File: src/rtl/hrlp_pkg.sv
// Package with the shared types and constants of the hex request line parser.
`timescale 1ns / 1ps

package hrlp_pkg;

  localparam int COUNT_W = 13;

  localparam logic [COUNT_W-1:0] LONG_LIMIT  = 13'd4095;
  localparam logic [COUNT_W-1:0] SHORT_LIMIT = 13'd8;

  localparam logic [7:0] CHAR_SPACE = 8'h20;
  localparam logic [7:0] CHAR_ZERO  = 8'h30;
  localparam logic [7:0] CHAR_NINE  = 8'h39;
  localparam logic [7:0] CHAR_UP_A  = 8'h41;
  localparam logic [7:0] CHAR_UP_F  = 8'h46;
  localparam logic [7:0] CHAR_LO_A  = 8'h61;
  localparam logic [7:0] CHAR_LO_Z  = 8'h7a;
  localparam logic [7:0] CASE_FOLD  = 8'd32;
  localparam logic [7:0] HEX_TEN    = 8'd10;

  typedef enum logic [1:0] {
    STATUS_OK         = 2'd0,
    STATUS_BAD_CHAR   = 2'd1,
    STATUS_BAD_NIBBLE = 2'd2,
    STATUS_OVERSIZED  = 2'd3
  } status_t;

  typedef enum logic {
    KIND_BYTE   = 1'b0,
    KIND_STATUS = 1'b1
  } kind_t;

  typedef struct packed {
    logic       is_space;
    logic       is_hex;
    logic [3:0] value;
  } char_class_t;

endpackage

File: src/rtl/hrlp_stream_if.sv
// Valid/ready channel interfaces for the character input and the result output.
`timescale 1ns / 1ps

interface hrlp_char_if;
  logic       valid;
  logic       ready;
  logic [7:0] ch;
  logic       line_end;

  modport source (output valid, output ch, output line_end, input ready);
  modport sink (input valid, input ch, input line_end, output ready);
endinterface

interface hrlp_result_if;
  import hrlp_pkg::*;

  logic               valid;
  logic               ready;
  logic               kind;
  logic [7:0]         data_byte;
  logic [1:0]         status;
  logic               has_response_count;
  logic [3:0]         response_count;
  logic [COUNT_W-1:0] byte_count;

  modport source (output valid, output kind, output data_byte, output status,
                  output has_response_count, output response_count,
                  output byte_count, input ready);
  modport sink (input valid, input kind, input data_byte, input status,
                input has_response_count, input response_count,
                input byte_count, output ready);
endinterface

File: src/rtl/hrlp_char_class.sv
// Character classifier: space detect, case fold and hex digit decode.
`timescale 1ns / 1ps

module hrlp_char_class (
  input  logic [7:0]           ch,
  output hrlp_pkg::char_class_t cls
);
  import hrlp_pkg::*;

  logic [7:0] folded;

  always_comb begin
    if (ch >= CHAR_LO_A && ch <= CHAR_LO_Z) begin
      folded = ch - CASE_FOLD;
    end else begin
      folded = ch;
    end

    cls.is_space = (ch == CHAR_SPACE);
    cls.is_hex   = 1'b0;
    cls.value    = 4'd0;
    if (folded >= CHAR_ZERO && folded <= CHAR_NINE) begin
      cls.is_hex = 1'b1;
      cls.value  = 4'(folded - CHAR_ZERO);
    end else if (folded >= CHAR_UP_A && folded <= CHAR_UP_F) begin
      cls.is_hex = 1'b1;
      cls.value  = 4'(folded - CHAR_UP_A + HEX_TEN);
    end
  end

endmodule

File: src/rtl/hex_request_line_parser.sv
// Top level of the hex request line parser.
`timescale 1ns / 1ps

// Takes one character request per cycle when the output is not stalled and
// gives at most one result per character: a payload byte for every second
// digit, and one status result for each end-of-line request. An accepted
// request first sits in the input register, where the line state is
// updated, and its result then waits in the output register; with the
// output taken every cycle the block sustains one request per clock.
// Payload bytes already delivered must be dropped downstream when the line
// status is not ok; after a bad character or past the byte limit no
// further bytes are delivered. cfg_we/cfg_wdata write auto_format_on
// (reset 1: limit 4095 bytes; 0: limit 8 bytes); the user must see that they
// are only written while the block is idle, the block itself does not enforce this.
module hex_request_line_parser (
  input  logic      clk,
  input  logic      rst,
  hrlp_char_if.sink   chars,
  hrlp_result_if.source results,
  input  logic      cfg_we,
  input  logic      cfg_wdata
);
  import hrlp_pkg::*;

  // Configuration.
  logic auto_format_on;

  // Input register.
  logic       s1_valid;
  logic [7:0] s1_ch;
  logic       s1_line_end;

  // Line state.
  logic [3:0]         held_nibble;
  logic               nibble_pending;
  logic [COUNT_W-1:0] payload_count;
  logic               bad_char_seen;

  logic [3:0]         held_nibble_next;
  logic               nibble_pending_next;
  logic [COUNT_W-1:0] payload_count_next;
  logic               bad_char_seen_next;

  // Output register.
  logic               o_valid;
  kind_t              o_kind;
  logic [7:0]         o_data_byte;
  status_t            o_status;
  logic               o_has_rc;
  logic [3:0]         o_rc;
  logic [COUNT_W-1:0] o_byte_count;

  logic               emit;
  kind_t              r_kind;
  logic [7:0]         r_data_byte;
  status_t            r_status;
  logic               r_has_rc;
  logic [3:0]         r_rc;
  logic [COUNT_W-1:0] r_byte_count;

  logic               s1_advance;
  logic [COUNT_W-1:0] limit;
  logic [COUNT_W-1:0] cap;
  logic               bad_now;
  char_class_t        cls;

  hrlp_char_class u_class (
    .ch  (s1_ch),
    .cls (cls)
  );

  assign s1_advance   = s1_valid && (!o_valid || results.ready);
  assign chars.ready  = !s1_valid || s1_advance;

  assign limit = auto_format_on ? LONG_LIMIT : SHORT_LIMIT;
  assign cap   = limit + COUNT_W'(1);

  always_comb begin
    held_nibble_next    = held_nibble;
    nibble_pending_next = nibble_pending;
    payload_count_next  = payload_count;
    bad_char_seen_next  = bad_char_seen;
    bad_now             = bad_char_seen || !cls.is_hex;

    emit         = 1'b0;
    r_kind       = KIND_BYTE;
    r_data_byte  = 8'd0;
    r_status     = STATUS_OK;
    r_has_rc     = 1'b0;
    r_rc         = 4'd0;
    r_byte_count = payload_count;

    if (s1_line_end) begin
      emit   = 1'b1;
      r_kind = KIND_STATUS;
      if (bad_char_seen) begin
        r_status = STATUS_BAD_CHAR;
      end else if (nibble_pending &&
                   (held_nibble == 4'd0 || payload_count == '0)) begin
        r_status = STATUS_BAD_NIBBLE;
      end else if (payload_count > limit) begin
        r_status = STATUS_OVERSIZED;
      end
      if (r_status == STATUS_OK && nibble_pending) begin
        r_has_rc = 1'b1;
        r_rc     = held_nibble;
      end
      held_nibble_next    = 4'd0;
      nibble_pending_next = 1'b0;
      payload_count_next  = '0;
      bad_char_seen_next  = 1'b0;
    end else if (!cls.is_space) begin
      bad_char_seen_next = bad_now;
      if (!nibble_pending) begin
        held_nibble_next    = cls.value;
        nibble_pending_next = 1'b1;
      end else begin
        nibble_pending_next = 1'b0;
        if (payload_count < cap) begin
          payload_count_next = payload_count + COUNT_W'(1);
        end
        // Bytes stop for the rest of the line after a bad character or past the byte limit.
        emit         = !bad_now && (payload_count_next <= limit);
        r_data_byte  = {held_nibble, cls.value};
        r_byte_count = payload_count_next;
      end
    end
  end

  always_ff @(posedge clk) begin
    if (rst) begin
      auto_format_on <= 1'b1;
    end else if (cfg_we) begin
      auto_format_on <= cfg_wdata;
    end
  end

  always_ff @(posedge clk) begin
    if (rst) begin
      s1_valid <= 1'b0;
    end else if (chars.ready) begin
      s1_valid <= chars.valid;
    end
  end

  always_ff @(posedge clk) begin
    if (chars.ready && chars.valid) begin
      s1_ch       <= chars.ch;
      s1_line_end <= chars.line_end;
    end
  end

  always_ff @(posedge clk) begin
    if (rst) begin
      held_nibble    <= 4'd0;
      nibble_pending <= 1'b0;
      payload_count  <= '0;
      bad_char_seen  <= 1'b0;
    end else if (s1_advance) begin
      held_nibble    <= held_nibble_next;
      nibble_pending <= nibble_pending_next;
      payload_count  <= payload_count_next;
      bad_char_seen  <= bad_char_seen_next;
    end
  end

  always_ff @(posedge clk) begin
    if (rst) begin
      o_valid <= 1'b0;
    end else if (s1_advance && emit) begin
      o_valid <= 1'b1;
    end else if (results.ready) begin
      o_valid <= 1'b0;
    end
  end

  always_ff @(posedge clk) begin
    if (s1_advance && emit) begin
      o_kind       <= r_kind;
      o_data_byte  <= r_data_byte;
      o_status     <= r_status;
      o_has_rc     <= r_has_rc;
      o_rc         <= r_rc;
      o_byte_count <= r_byte_count;
    end
  end

  assign results.valid              = o_valid;
  assign results.kind               = o_kind;
  assign results.data_byte          = o_data_byte;
  assign results.status             = o_status;
  assign results.has_response_count = o_has_rc;
  assign results.response_count     = o_rc;
  assign results.byte_count         = o_byte_count;

endmodule

File: src/flat_wrapper.sv
// flat-port wrapper written by rule: the top's interface ports become plain ports
module hex_request_line_parser_flat import hrlp_pkg::*;
  (clk, rst, cfg_we, cfg_wdata, chars_valid, chars_ch, chars_line_end, chars_ready, results_valid, results_kind, results_data_byte, results_status, results_has_response_count, results_response_count, results_byte_count, results_ready);
  hrlp_char_if chars_i ();
  hrlp_result_if results_i ();
  input  logic clk;
  input  logic rst;
  input  logic cfg_we;
  input  logic cfg_wdata;
  input wire logic [$bits(chars_i.valid)-1:0] chars_valid;
  input wire logic [$bits(chars_i.ch)-1:0] chars_ch;
  input wire logic [$bits(chars_i.line_end)-1:0] chars_line_end;
  output wire logic [$bits(chars_i.ready)-1:0] chars_ready;
  output wire logic [$bits(results_i.valid)-1:0] results_valid;
  output wire logic [$bits(results_i.kind)-1:0] results_kind;
  output wire logic [$bits(results_i.data_byte)-1:0] results_data_byte;
  output wire logic [$bits(results_i.status)-1:0] results_status;
  output wire logic [$bits(results_i.has_response_count)-1:0] results_has_response_count;
  output wire logic [$bits(results_i.response_count)-1:0] results_response_count;
  output wire logic [$bits(results_i.byte_count)-1:0] results_byte_count;
  input wire logic [$bits(results_i.ready)-1:0] results_ready;
  assign chars_i.valid = chars_valid;
  assign chars_i.ch = chars_ch;
  assign chars_i.line_end = chars_line_end;
  assign chars_ready = chars_i.ready;
  assign results_valid = results_i.valid;
  assign results_kind = results_i.kind;
  assign results_data_byte = results_i.data_byte;
  assign results_status = results_i.status;
  assign results_has_response_count = results_i.has_response_count;
  assign results_response_count = results_i.response_count;
  assign results_byte_count = results_i.byte_count;
  assign results_i.ready = results_ready;
  hex_request_line_parser u_core (.clk(clk), .rst(rst), .chars(chars_i), .results(results_i), .cfg_we(cfg_we), .cfg_wdata(cfg_wdata));
endmodule
File: config.mk
export PLATFORM = sky130hd
export DESIGN_NAME = hex_request_line_parser_flat
export DESIGN_NICKNAME = d
export VERILOG_FILES = /design/src/rtl/hrlp_pkg.sv /design/src/rtl/hrlp_stream_if.sv /design/src/rtl/hrlp_char_class.sv /design/src/rtl/hex_request_line_parser.sv /design/src/flat_wrapper.sv
export SDC_FILE = /design/constraint.sdc
export NUM_CORES = 1
export LEC_CHECK = 0
export BUFFER_PORTS_ARGS = -buffer_cell sky130_fd_sc_hd__buf_4
export CAP_MARGIN = 0
export CELL_PAD_IN_SITES_DETAIL_PLACEMENT = 1
export CELL_PAD_IN_SITES_GLOBAL_PLACEMENT = 1
export CORE_MARGIN = 2
export CORE_UTILIZATION = 42
export CTS_BUF_LIST = sky130_fd_sc_hd__clkbuf_4 sky130_fd_sc_hd__clkbuf_8
export CTS_CLUSTER_SIZE = 20
export DETAILED_ROUTE_END_ITERATION = 10
export MAX_ROUTING_LAYER = met4
export PLACE_DENSITY_LB_ADDON = 0.1
export SETUP_SLACK_MARGIN = 0.4
export SLEW_MARGIN = 20
export SYNTH_ARGS = -nofsm -noshare
export SYNTH_HDL_FRONTEND = slang
export SYNTH_SLANG_ARGS = --single-unit
File: constraint.sdc
create_clock -name clk -period 4.6 [get_ports clk]
set_input_delay 0.23 -clock clk [delete_from_list [all_inputs] [get_ports clk]]
set_output_delay 0.23 -clock clk [all_outputs]
set_load 0.01 [all_outputs]
After elaboration in Yosys (flattened, before gate mapping). Cells that the tools add are included.

Add/sub/neg operators: 6. Magnitude comparators: 9. Eq/ne operators: 3. Mux-type cells: 31. Bitwise operators: 1. Reductions and logical operators: 25.

Operators by type and width (count): $mux W13 (8); $add A13 B1 Y13 const B (2); $ge A8 B7 Y1 const B (2); $le A8 B7 Y1 const B (2); $gt A13 B13 Y1 (1); $le A13 B13 Y1 (1); $logic_not A13 Y1 (1); $lt A13 B13 Y1 (1); $mux W1 (12); $mux W12 (1); $mux W4 (3); $mux W5 (2); $logic_and A1 B1 Y1 (9); $eq A8 B6 Y1 const B (1); $ge A8 B6 Y1 const B (1); $le A8 B6 Y1 const B (1); $mux W2 (4); $mux W8 (1); $sub A4 B1 Y4 const B (2); $sub A8 B6 Y8 const B (1); $add A4 B4 Y4 const B (1); $logic_not A1 Y1 (4); $logic_not A4 Y1 (1); $logic_or A1 B1 Y1 (4); 7 further kinds (9).

Register bits: 60. Bits of input ports: 15. Output and inout port bits: 31. Word-level logic and storage cells: 90.

Logic depth before layout (Yosys ltp). Gate-level depths: netlist of the first run.

Depth in word-level cells: 16. Mapped depth: 15.

By module. From an unflattened synthesis of the first run, not the netlist that was laid out.

Cells, all modules: 374. Area total of the unflattened synthesis: 3679.8 um^2.

Modules (own cells, without submodules): hex_request_line_parser (instances 1, cells each 341, area an instance 3429.5 um^2); hrlp_char_class (instances 1, cells each 33, area an instance 250.2 um^2).

Worst setup path after synthesis of the first run. Ideal clock, no wire load.

Path type: register to register. From: reg u_core.auto_format_on. To: reg u_core.o_byte_count[0], in the netlist u_core.results.byte_count[0] (enable). Arrival time: 4.552 ns. Data required time: 4.185 ns. Path slack: -0.367 ns. Stages on the path, launching flop included: 16. Buffers on the path: 0. Clock period less this slack: 4.967 ns. Path through: dfxtp_1 > inv_1 > ha_1 > nor3b_1 > o21ai_1 > nor3_2 > and3_1 > xor2_1 > ha_1 > a21o_1 > a21o_1 > a21o_1 > a21o_1 > o221ai_1 > a31oi_1 > nor2_1.

Cells in the longest elaborated chain, start to end: 13.

RTL lines: from (decl) (line hex_request_line_parser.sv:26) `logic auto_format_on;`; from (signal assigned) (line hex_request_line_parser.sv:134) `auto_format_on <= cfg_wdata;`; $mux W12 (*) (line hex_request_line_parser.sv:75) `assign limit = auto_format_on ? LONG_LIMIT : SHORT_LIMIT;`; $add A13 B1 Y13 (line hex_request_line_parser.sv:76) `assign cap = limit + COUNT_W'(1);`; $lt A13 B13 Y1 (line hex_request_line_parser.sv:119) `if (payload_count < cap) begin`; $mux W13 (line hex_request_line_parser.sv:119); $mux W13 (line hex_request_line_parser.sv:114) `if (!nibble_pending) begin`; $mux W13 (line hex_request_line_parser.sv:112) `end else if (!cls.is_space) begin`; $mux W13 (line hex_request_line_parser.sv:93) `if (s1_line_end) begin`; $le A13 B13 Y1 (*) (line hex_request_line_parser.sv:123) `emit = !bad_now && (payload_count_next <= limit);`; $logic_and A1 B1 Y1 (*) (line hex_request_line_parser.sv:123); $mux W1 (*) (line hex_request_line_parser.sv:114); $mux W1 (*) (line hex_request_line_parser.sv:112); $mux W1 (*) (line hex_request_line_parser.sv:93); $logic_and A1 B1 Y1 (*) (line hex_request_line_parser.sv:178) `if (s1_advance && emit) begin`; to (signal assigned) (line hex_request_line_parser.sv:184) `o_byte_count <= r_byte_count;`; to (decl) (line hex_request_line_parser.sv:51) `logic [COUNT_W-1:0] o_byte_count;`.

Mark *: on every way between the ends. The rest lies on a longest branch, timed or not. The select of a mux whose other input is x is not followed. A chain may end at the register's enable or synchronous reset.

Worst setup path after layout of the first run.
From: reg u_core.auto_format_on. To: reg u_core.o_byte_count[3], in the netlist u_core.results.byte_count[3] (enable).

Same word-level chain as after synthesis.

==> results of run 1 <==
==> cells in the final DEF (no fill, tap or decap), drive strengths merged, types with 8 or more instances in the layout <==
| master | netlist | layout |
|---|---|---|
| xnor2 | 13 | 13 |
| or3 | 8 | 8 |
| o21ai | 23 | 23 |
| xor2 | 9 | 9 |
| nor2 | 25 | 25 |
| and3 | 10 | 10 |
| dfxtp | 22 | 22 |
| nand3 | 9 | 9 |
| nand2 | 32 | 32 |
| clkbuf | 8 | 11 |
| a21oi | 29 | 29 |
| inv | 13 | 12 |
| ha | 32 | 32 |
| buf | 7 | 55 |
| a31oi | 9 | 9 |
| edfxtp | 38 | 38 |
==> critical path, stage by stage (launching register included) <==
cell and delay [ns]:
dfxtp_1 0.42, clkinvlp_4 0.19, ha_1 0.28, nand4b_1 0.29, nor3_4 0.27, and3_1 0.28
xor2_1 0.17, ha_1 0.26, a21o_1 0.18, a21o_1 0.17, a21o_1 0.16, a21o_1 0.17
o221ai_1 0.18, a31oi_1 0.16, nor2_4 0.18, buf_12 0.19
==> area by class of cell <==
cell class | count | area, um2 | share of cell area [%]
Clock buffer | 11 | 139 | 3.25
Clock inverter | 5 | 30.0 | 0.704
Inverter | 13 | 52.6 | 1.23
Multi-Input combinational cell | 272 | 1910 | 44.7
Sequential cell | 60 | 1580 | 37.1
Tap cell | 105 | 131 | 3.08
Timing Repair Buffer | 55 | 425 | 9.97
==> power groups by stage <==
stage               Clock, W  Combinational [W]  Sequential (W)
floorplan                  0          0.0000561        0.000602
global placement           0          0.0000892        0.000605
detailed placement         0          0.0000927        0.000606
CTS                 0.000423          0.0000932        0.000594
global route        0.000450           0.000106        0.000595
finish              0.000421          0.0000938        0.000594
==> state kept, by name (all words and copies together), names as in the netlist, 2 cells and up <==
register	cells
u_core.results.status	2
u_core.results.byte_count	13
u_core.held_nibble	4
u_core.payload_count	13
u_core.s1_ch	8
u_core.results.response_count	4
u_core.results.data_byte	8
==> logic make-up (layout without fill, tap and decap cells) <==
kind of cell             Yosys count  after routing
AO/OA/AOI/OAI                     90             90
XOR/XNOR                          22             22
adder cells (fa/ha/maj)           32             32
buffers and inverters             28             84
flip-flops                        60             60
AND/OR/NAND/NOR                  128            128
==> through the flow <==
step | util [%] | area, um2 | setup slack, ns | std cells
after floorplan | - | 3590 | 0.414 | 360
after global placement | 49.2 | 4040 | 0.592 | 500
after detailed placement | 49.2 | 4040 | 0.486 | 500
after CTS | 51.2 | 4210 | 0.454 | 516
after global routing | 51.9 | 4270 | 0.454 | 521
final | 51.9 | 4270 | 0.723 | 521
==> routing by layer <==
metal | GRT usage, % | vias to the layer above | part of all wire (%)
li1 | - | 1438 | -
met1 | 28.2 | 1458 | 46
met2 | 35.5 | 74 | 48
met3 | 3.52 | 11 | 4.0
met4 | 7.86 | 0 | 1.5
met5 | - | - | 0
==> final timing paths <==
check,to,slack (ns),cells past startpoint
max,u_core.results.byte_count[3],0.72,15
min,u_core.s1_ch[2],0.05,1
max reg2reg,u_core.results.byte_count[3],0.72,15
min reg2reg,u_core.held_nibble[3],0.52,2
==> repair_timing <==
item,in CTS,in global routing
gates resized for setup,0,3
setup endpoints to repair,0,29
setup buffers,0,5
==> flow_summary.yaml, run 1 <==
global_routing:
  grt_pass1_vias: 2962
  grt_max_degree: 25
  grt_first_pass_wirelength_um: 14900
  gr-total-overflow: 0
  grt_usage_pct: 22.1
  antenna_found_initial: 0
layout:
  fin_nets: 458
  area_delta_synth_final_pct: 19.5
  antenna_cells: 0
  final_layout_size_suffix_gt1_share_pct: 20.2
  fill_cells: 931
synth:
  synthArstFlopShare_pct: 0
  synthXorXnorAreaFrac_pct: 5.39
  synth-edff-count: 38
  synth_compound_area_share_pct: 15.3
  synthSimpleGateAreaFrac_pct: 20.2
  syn_avg_cell_area_um2: 9.92
  ys.warnings.count: 0
  yosysUniqueCellTypes: 51
  synth_area_um2: 3570
  synth_area_leaders: "edfxtp_1 (32%), dfxtp_1 (12%), ha_1 (11%), a21oi_1 (4.1%), nand2_1 (3.4%)"
  synthMuxAreaShare_pct: 0
  synthMostInstantiatedCell: "edfxtp_1"
  ys_seq_area_share_pct: 44.3
  synth_top_area_cell: "edfxtp_1"
  synth_fa_ha_area_share_pct: 11.2
  synth_top_family_by_area: "simple AND/OR/NAND/NOR gates"
  synthesis.nets: 407
  synthTopCellsByCount: "edfxtp_1 (38), ha_1 (32), nand2_1 (32)"
  synth_cells: 360
  synth_top_cell_area_share_pct: 31.9
  synth-main-ff-cell: "edfxtp_1"
  ys_ff_latch: 60
min_path:
  hold_start: "chars_ch[2]"
  hold_class: "input pin to flip-flop"
floorplan:
  die_h_um: 96.2
  io_pins: 46
  die_area_um2: 9260
  initial_core_util_pct: 43.5
  dieWidth_um: 96.2
  num_rows: 33
  core_area_um2: 8220
power_and_ir_drop:
  p_int_w: 0.000824
  clockPowerShare_pct: 38.0
  peakVddDrop_mv: 0.139
  p_comb_share_pct: 8.5
  cellPowerDensity_nw_per_um2: 260
  power_switching_w: 0.000285
  seqPwrFrac_pct: 53.6
  total_power_w: 0.00111
  switching_share_pct: 25.7
  p_leak_nw: 1.80
worst_setup_path:
  arrival_ns: 3.92
  required_ns: 4.65
  start_kind: "flip-flop"
  cp_max_fo: 24
  critPathCaptureType: "flip-flop"
  setup.worst_path.start: "u_core.auto_format_on"
  path_class: "flip-flop to flip-flop"
  r2r-start: "u_core.auto_format_on"
timing:
  fin_tns_setup_ns: 0
  finalCritPeriodShare_pct: 84.3
  fin_crit_ns: 3.88
  tightestPinTransition_ns: 0.785
  hold_slack_ns: 0.0531
  slew_headroom_pct: 47.7
  fmax_mhz: 258
  fin_skew_ns: 0.0124
  hold_viol_final: 0
  drv_slew: 0
  finalSetupViolations: 0
  rsz0062_at_grt: "false"
clock_tree:
  cts_made_buffers: 9
  htree_levels: 3
  insertion_delay_ns: 0.35
  cts_sinks: 60
  postCtsHoldBufs: 0
  cts_root_buffer: "clkbuf_8"
  tritoncts: "done"
  cts_max_path_buffers: 2
  clk_pin_slew_worst_paths_ns: 0.07
drt:
  viasPerCell: 5.72
  wl_per_cell_um: 17.9
  drtIter0Drc: 123
  detailedRoute.firstPassIterationCount: 4
  drt_wl_total_um: 9340
  drc: 0
  via_count: 2981
  ant_nets: 0
flow_run:
  cap_violations: 0
placed_design:
  dp_hpwl_um: 6680
  finalWeightedCongestion: 0.832
  port-buffer-count: 45
outcome:
  status: "finished clean"
No activity file was read; power rests on OpenSTA's default activity.
==> run 2, diff against run 1 <==
--- a/config.mk
+++ b/config.mk
@@ -5,12 +5,13 @@
 export SDC_FILE = /design/constraint.sdc
 export NUM_CORES = 1
 export LEC_CHECK = 0
+export ABC_AREA = 1
 export BUFFER_PORTS_ARGS = -buffer_cell sky130_fd_sc_hd__buf_4
 export CAP_MARGIN = 0
 export CELL_PAD_IN_SITES_DETAIL_PLACEMENT = 1
 export CELL_PAD_IN_SITES_GLOBAL_PLACEMENT = 1
 export CORE_MARGIN = 2
-export CORE_UTILIZATION = 42
+export CORE_UTILIZATION = 41
 export CTS_BUF_LIST = sky130_fd_sc_hd__clkbuf_4 sky130_fd_sc_hd__clkbuf_8
 export CTS_CLUSTER_SIZE = 20
 export DETAILED_ROUTE_END_ITERATION = 10
==> constraint.sdc (replaced) <==
create_clock -name clk -period 3.24 [get_ports clk]
set_input_delay 0.162 -clock clk [delete_from_list [all_inputs] [get_ports clk]]
set_output_delay 0.162 -clock clk [all_outputs]
set_load 0.01 [all_outputs]
==> run 2 against run 1 <==
The flow now finishes with violations (setup timing). Area after synthesis increased by 2.8%. Critical path depth increased by 4. Cell count increased by 25%. Synthesized cell count increased by 20%. Sequential share of layout area decreased by 5.4 points. Count of clock-buffer cells in the layout decreased by 2. Routed wire length increased by 23%. Maximum frequency increased by 14%. Sequential power increased by 47%. Die area increased by 5.1%. Worst setup slack got worse by 0.89 ns. First-iteration DRC count decreased by 11%.
==> flow_summary.yaml, run 2 <==
worst_setup_path:
  setup.worst_path.start: "u_core.auto_format_on"
  required_ns: 3.30
  start_kind: "flip-flop"
  cp_max_fo: 6
  arrival_ns: 3.46
  crit_path_end: "u_core.results.byte_count[7]"
  rr_worst_depth: 19
  r2r_end: "u_core.results.byte_count[7]"
  ff2ff_setup_slack_ns: -0.16
  critPathCaptureType: "flip-flop"
  r2r-start: "u_core.auto_format_on"
  path_class: "flip-flop to flip-flop"
timing:
  fin_tns_setup_ns: -4.06
  finalSetupViolations: 30
  fin_crit_ns: 3.40
  drv_slew: 0
  hold_viol_final: 0
  slew_headroom_pct: 55.8
  rsz0062_at_grt: "true"
  final.setup.worst_slack_ns: -0.164
  finalCritPeriodShare_pct: 105
  hold_slack_ns: 0.0141
  tightestPinTransition_ns: 0.663
  fin_skew_ns: 0.0117
  fmax_mhz: 294
clock_tree:
  cts_made_buffers: 9
  insertion_delay_ns: 0.34
  tritoncts: "done"
  cts_sinks: 60
  htree_levels: 3
  cts_root_buffer: "clkbuf_8"
  cts_max_path_buffers: 2
  clk_pin_slew_worst_paths_ns: 0.07
synth:
  synthMostInstantiatedCell: "nand2_1"
  ys.warnings.count: 0
  synth_top_cell_area_share_pct: 31.1
  synthesis.nets: 479
  synth_area_um2: 3670
  synthTopCellsByCount: "nand2_1 (65), inv_1 (50), o21ai_0 (45)"
  synth_area_leaders: "edfxtp_1 (31%), dfxtp_1 (12%), ha_1 (11%), nand2_1 (6.6%), o21ai_0 (6.1%)"
  synth_cells: 432
  syn_avg_cell_area_um2: 8.50
  ys_seq_area_share_pct: 43.1
  synth_top_area_cell: "edfxtp_1"
  yosysUniqueCellTypes: 35
  synthArstFlopShare_pct: 0
  synth-main-ff-cell: "edfxtp_1"
  synth-edff-count: 38
  ys_ff_latch: 60
floorplan:
  core_area_um2: 8720
  num_rows: 34
  die_area_um2: 9730
  initial_core_util_pct: 42.1
  dieWidth_um: 98.6
  io_pins: 46
  die_h_um: 98.6
power_and_ir_drop:
  cellPowerDensity_nw_per_um2: 418
  peakVddDrop_mv: 0.206
  clockPowerShare_pct: 36.8
  switching_share_pct: 29.5
  p_int_w: 0.00147
  power_switching_w: 0.000616
  seqPwrFrac_pct: 41.7
  p_comb_share_pct: 21.5
  p_leak_nw: 2.18
layout:
  area_delta_synth_final_pct: 36.1
  final_common_cell: "buf_4"
  final_cell_mix: "buf_4 (86), nand2_1 (59), inv_1 (46), o21ai_0 (42), a21oi_1 (39)"
  final_layout_size_suffix_gt1_share_pct: 32.0
  fin_nets: 585
  antenna_cells: 0
drt:
  wl_per_cell_um: 17.7
  drtIter0Drc: 109
  drt_wl_total_um: 11500
  via_count: 3426
  drc: 0
  detailedRoute.firstPassIterationCount: 4
  ant_nets: 0
  viasPerCell: 5.26
outcome:
  violations: "setup timing"
  status: "finished with violations"
min_path:
  hold_class: "input pin to flip-flop"
global_routing:
  gr-total-overflow: 0
  met3_usage_pct: 5.04
  grt_usage_pct: 25.0
  antenna_found_initial: 0
  busiest_layer: "met2"
  grt_first_pass_wirelength_um: 18500
  grtUsageMet1_pct: 31.0
  grt_pass1_vias: 3652
  gr-usage-met2_pct: 41.9
  grt_max_degree: 28
flow_run:
  cap_violations: 0
placed_design:
  dp_hpwl_um: 8060
  port-buffer-count: 45
  finalWeightedCongestion: 0.839
[run 2: cell types whose count changed after synthesis, moves of 8 or more]
cell,previous run,this run
a21oi_1,29,40
a31oi_1,9,0
and3_1,10,0
inv_1,13,50
inv_2,0,13
nand2_1,32,65
nand3_1,8,19
o21ai_0,22,45
or3_1,8,0
xnor2_1,13,0
[run 2: metrics by stage]
| stage | setup WS, ns | power, W | cells | cell area, um2 | utilization, % |
|---|---|---|---|---|---|
| floorplan | -0.241 | 0.00111 | 432 | 3720 | - |
| global placement | 0.0862 | 0.00125 | 610 | 4420 | 50.7 |
| detailed placement | -0.0596 | 0.00127 | 610 | 4420 | 50.7 |
| CTS | -0.0778 | 0.00209 | 647 | 4950 | 56.8 |
| global route | -0.400 | 0.00218 | 651 | 5000 | 57.3 |
| finish | -0.164 | 0.00209 | 651 | 5000 | 57.3 |
[run 2: worst min path at each step]
stage                 from  depth (start not counted)               endpoint
2_1_floorplan       cfg_we                          1  u_core.auto_format_on
3_3_place_gp   chars_ch[7]                          1        u_core.s1_ch[7]
3_5_place_dp   chars_ch[3]                          1        u_core.s1_ch[3]
4_1_cts             cfg_we                          2  u_core.auto_format_on
5_1_grt             cfg_we                          2  u_core.auto_format_on
6_report            cfg_we                          2  u_core.auto_format_on
[run 2: cell families after synthesis]
group / count (synthesis) / synth area share [%]
buf+inv: 73 / 7.60
xor+xnor: 11 / 2.62
flops: 60 / 43.1
simple gates: 155 / 21.0
compound gates: 101 / 14.8
fa+ha+maj: 32 / 10.9
[run 2: cell type report]
cell class / instances / area [um2]
Sequential cell: 60 / 1580
Inverter: 64 / 248
Clock buffer: 9 / 124
Fill cell: 1016 / 3720
Clock inverter: 7 / 100
Tap cell: 108 / 135
Timing Repair Buffer: 104 / 903
Multi-Input combinational cell: 299 / 1900
[run 2: what timing repair did]
item / 4_1_cts / 5_1_grt
setup endpoints to repair: 30 / 31
resized for setup: 17 / 3
hold buffers: 9 / 0
endpoints found under the hold margin: 9 / 0
setup buffers: 9 / 4
gates cloned: 3 / 0
pin swaps: 1 / 1
[run 2: power by group through the flow]
stage | clock [W] | combinational, W | sequential, W
2_1_floorplan | 0 | 0.000216 | 0.000893
3_3_place_gp | 0 | 0.000363 | 0.000886
3_5_place_dp | 0 | 0.000377 | 0.000889
4_1_cts | 0.000781 | 0.000434 | 0.000872
5_1_grt | 0.000815 | 0.000491 | 0.000876
6_report | 0.000770 | 0.000449 | 0.000872
[run 2: worst max-delay path, cell delays in order, from the launching register on]
cell,delay [ns]
dfxtp_2,0.35
clkinvlp_4,0.13
ha_4,0.26
or2_4,0.26
nand2_4,0.11
buf_6,0.12
buf_4,0.11
xor2_1,0.25
inv_1,0.09
ha_1,0.31
nand4_1,0.12
nor4_2,0.24
nand2_1,0.08
nand2_1,0.07
nand2_1,0.04
nand2_1,0.08
nand2_2,0.10
clkinvlp_4,0.13
buf_6,0.15
buf_12,0.12
[run 2: per-layer routing]
layer	up-vias	routed length [um]	part of all wire, %
met3	21	425	3.7
met1	1634	5240	45
met5	-	0	0
met2	86	5610	49
met4	0	239	2.1
li1	1685	-	-
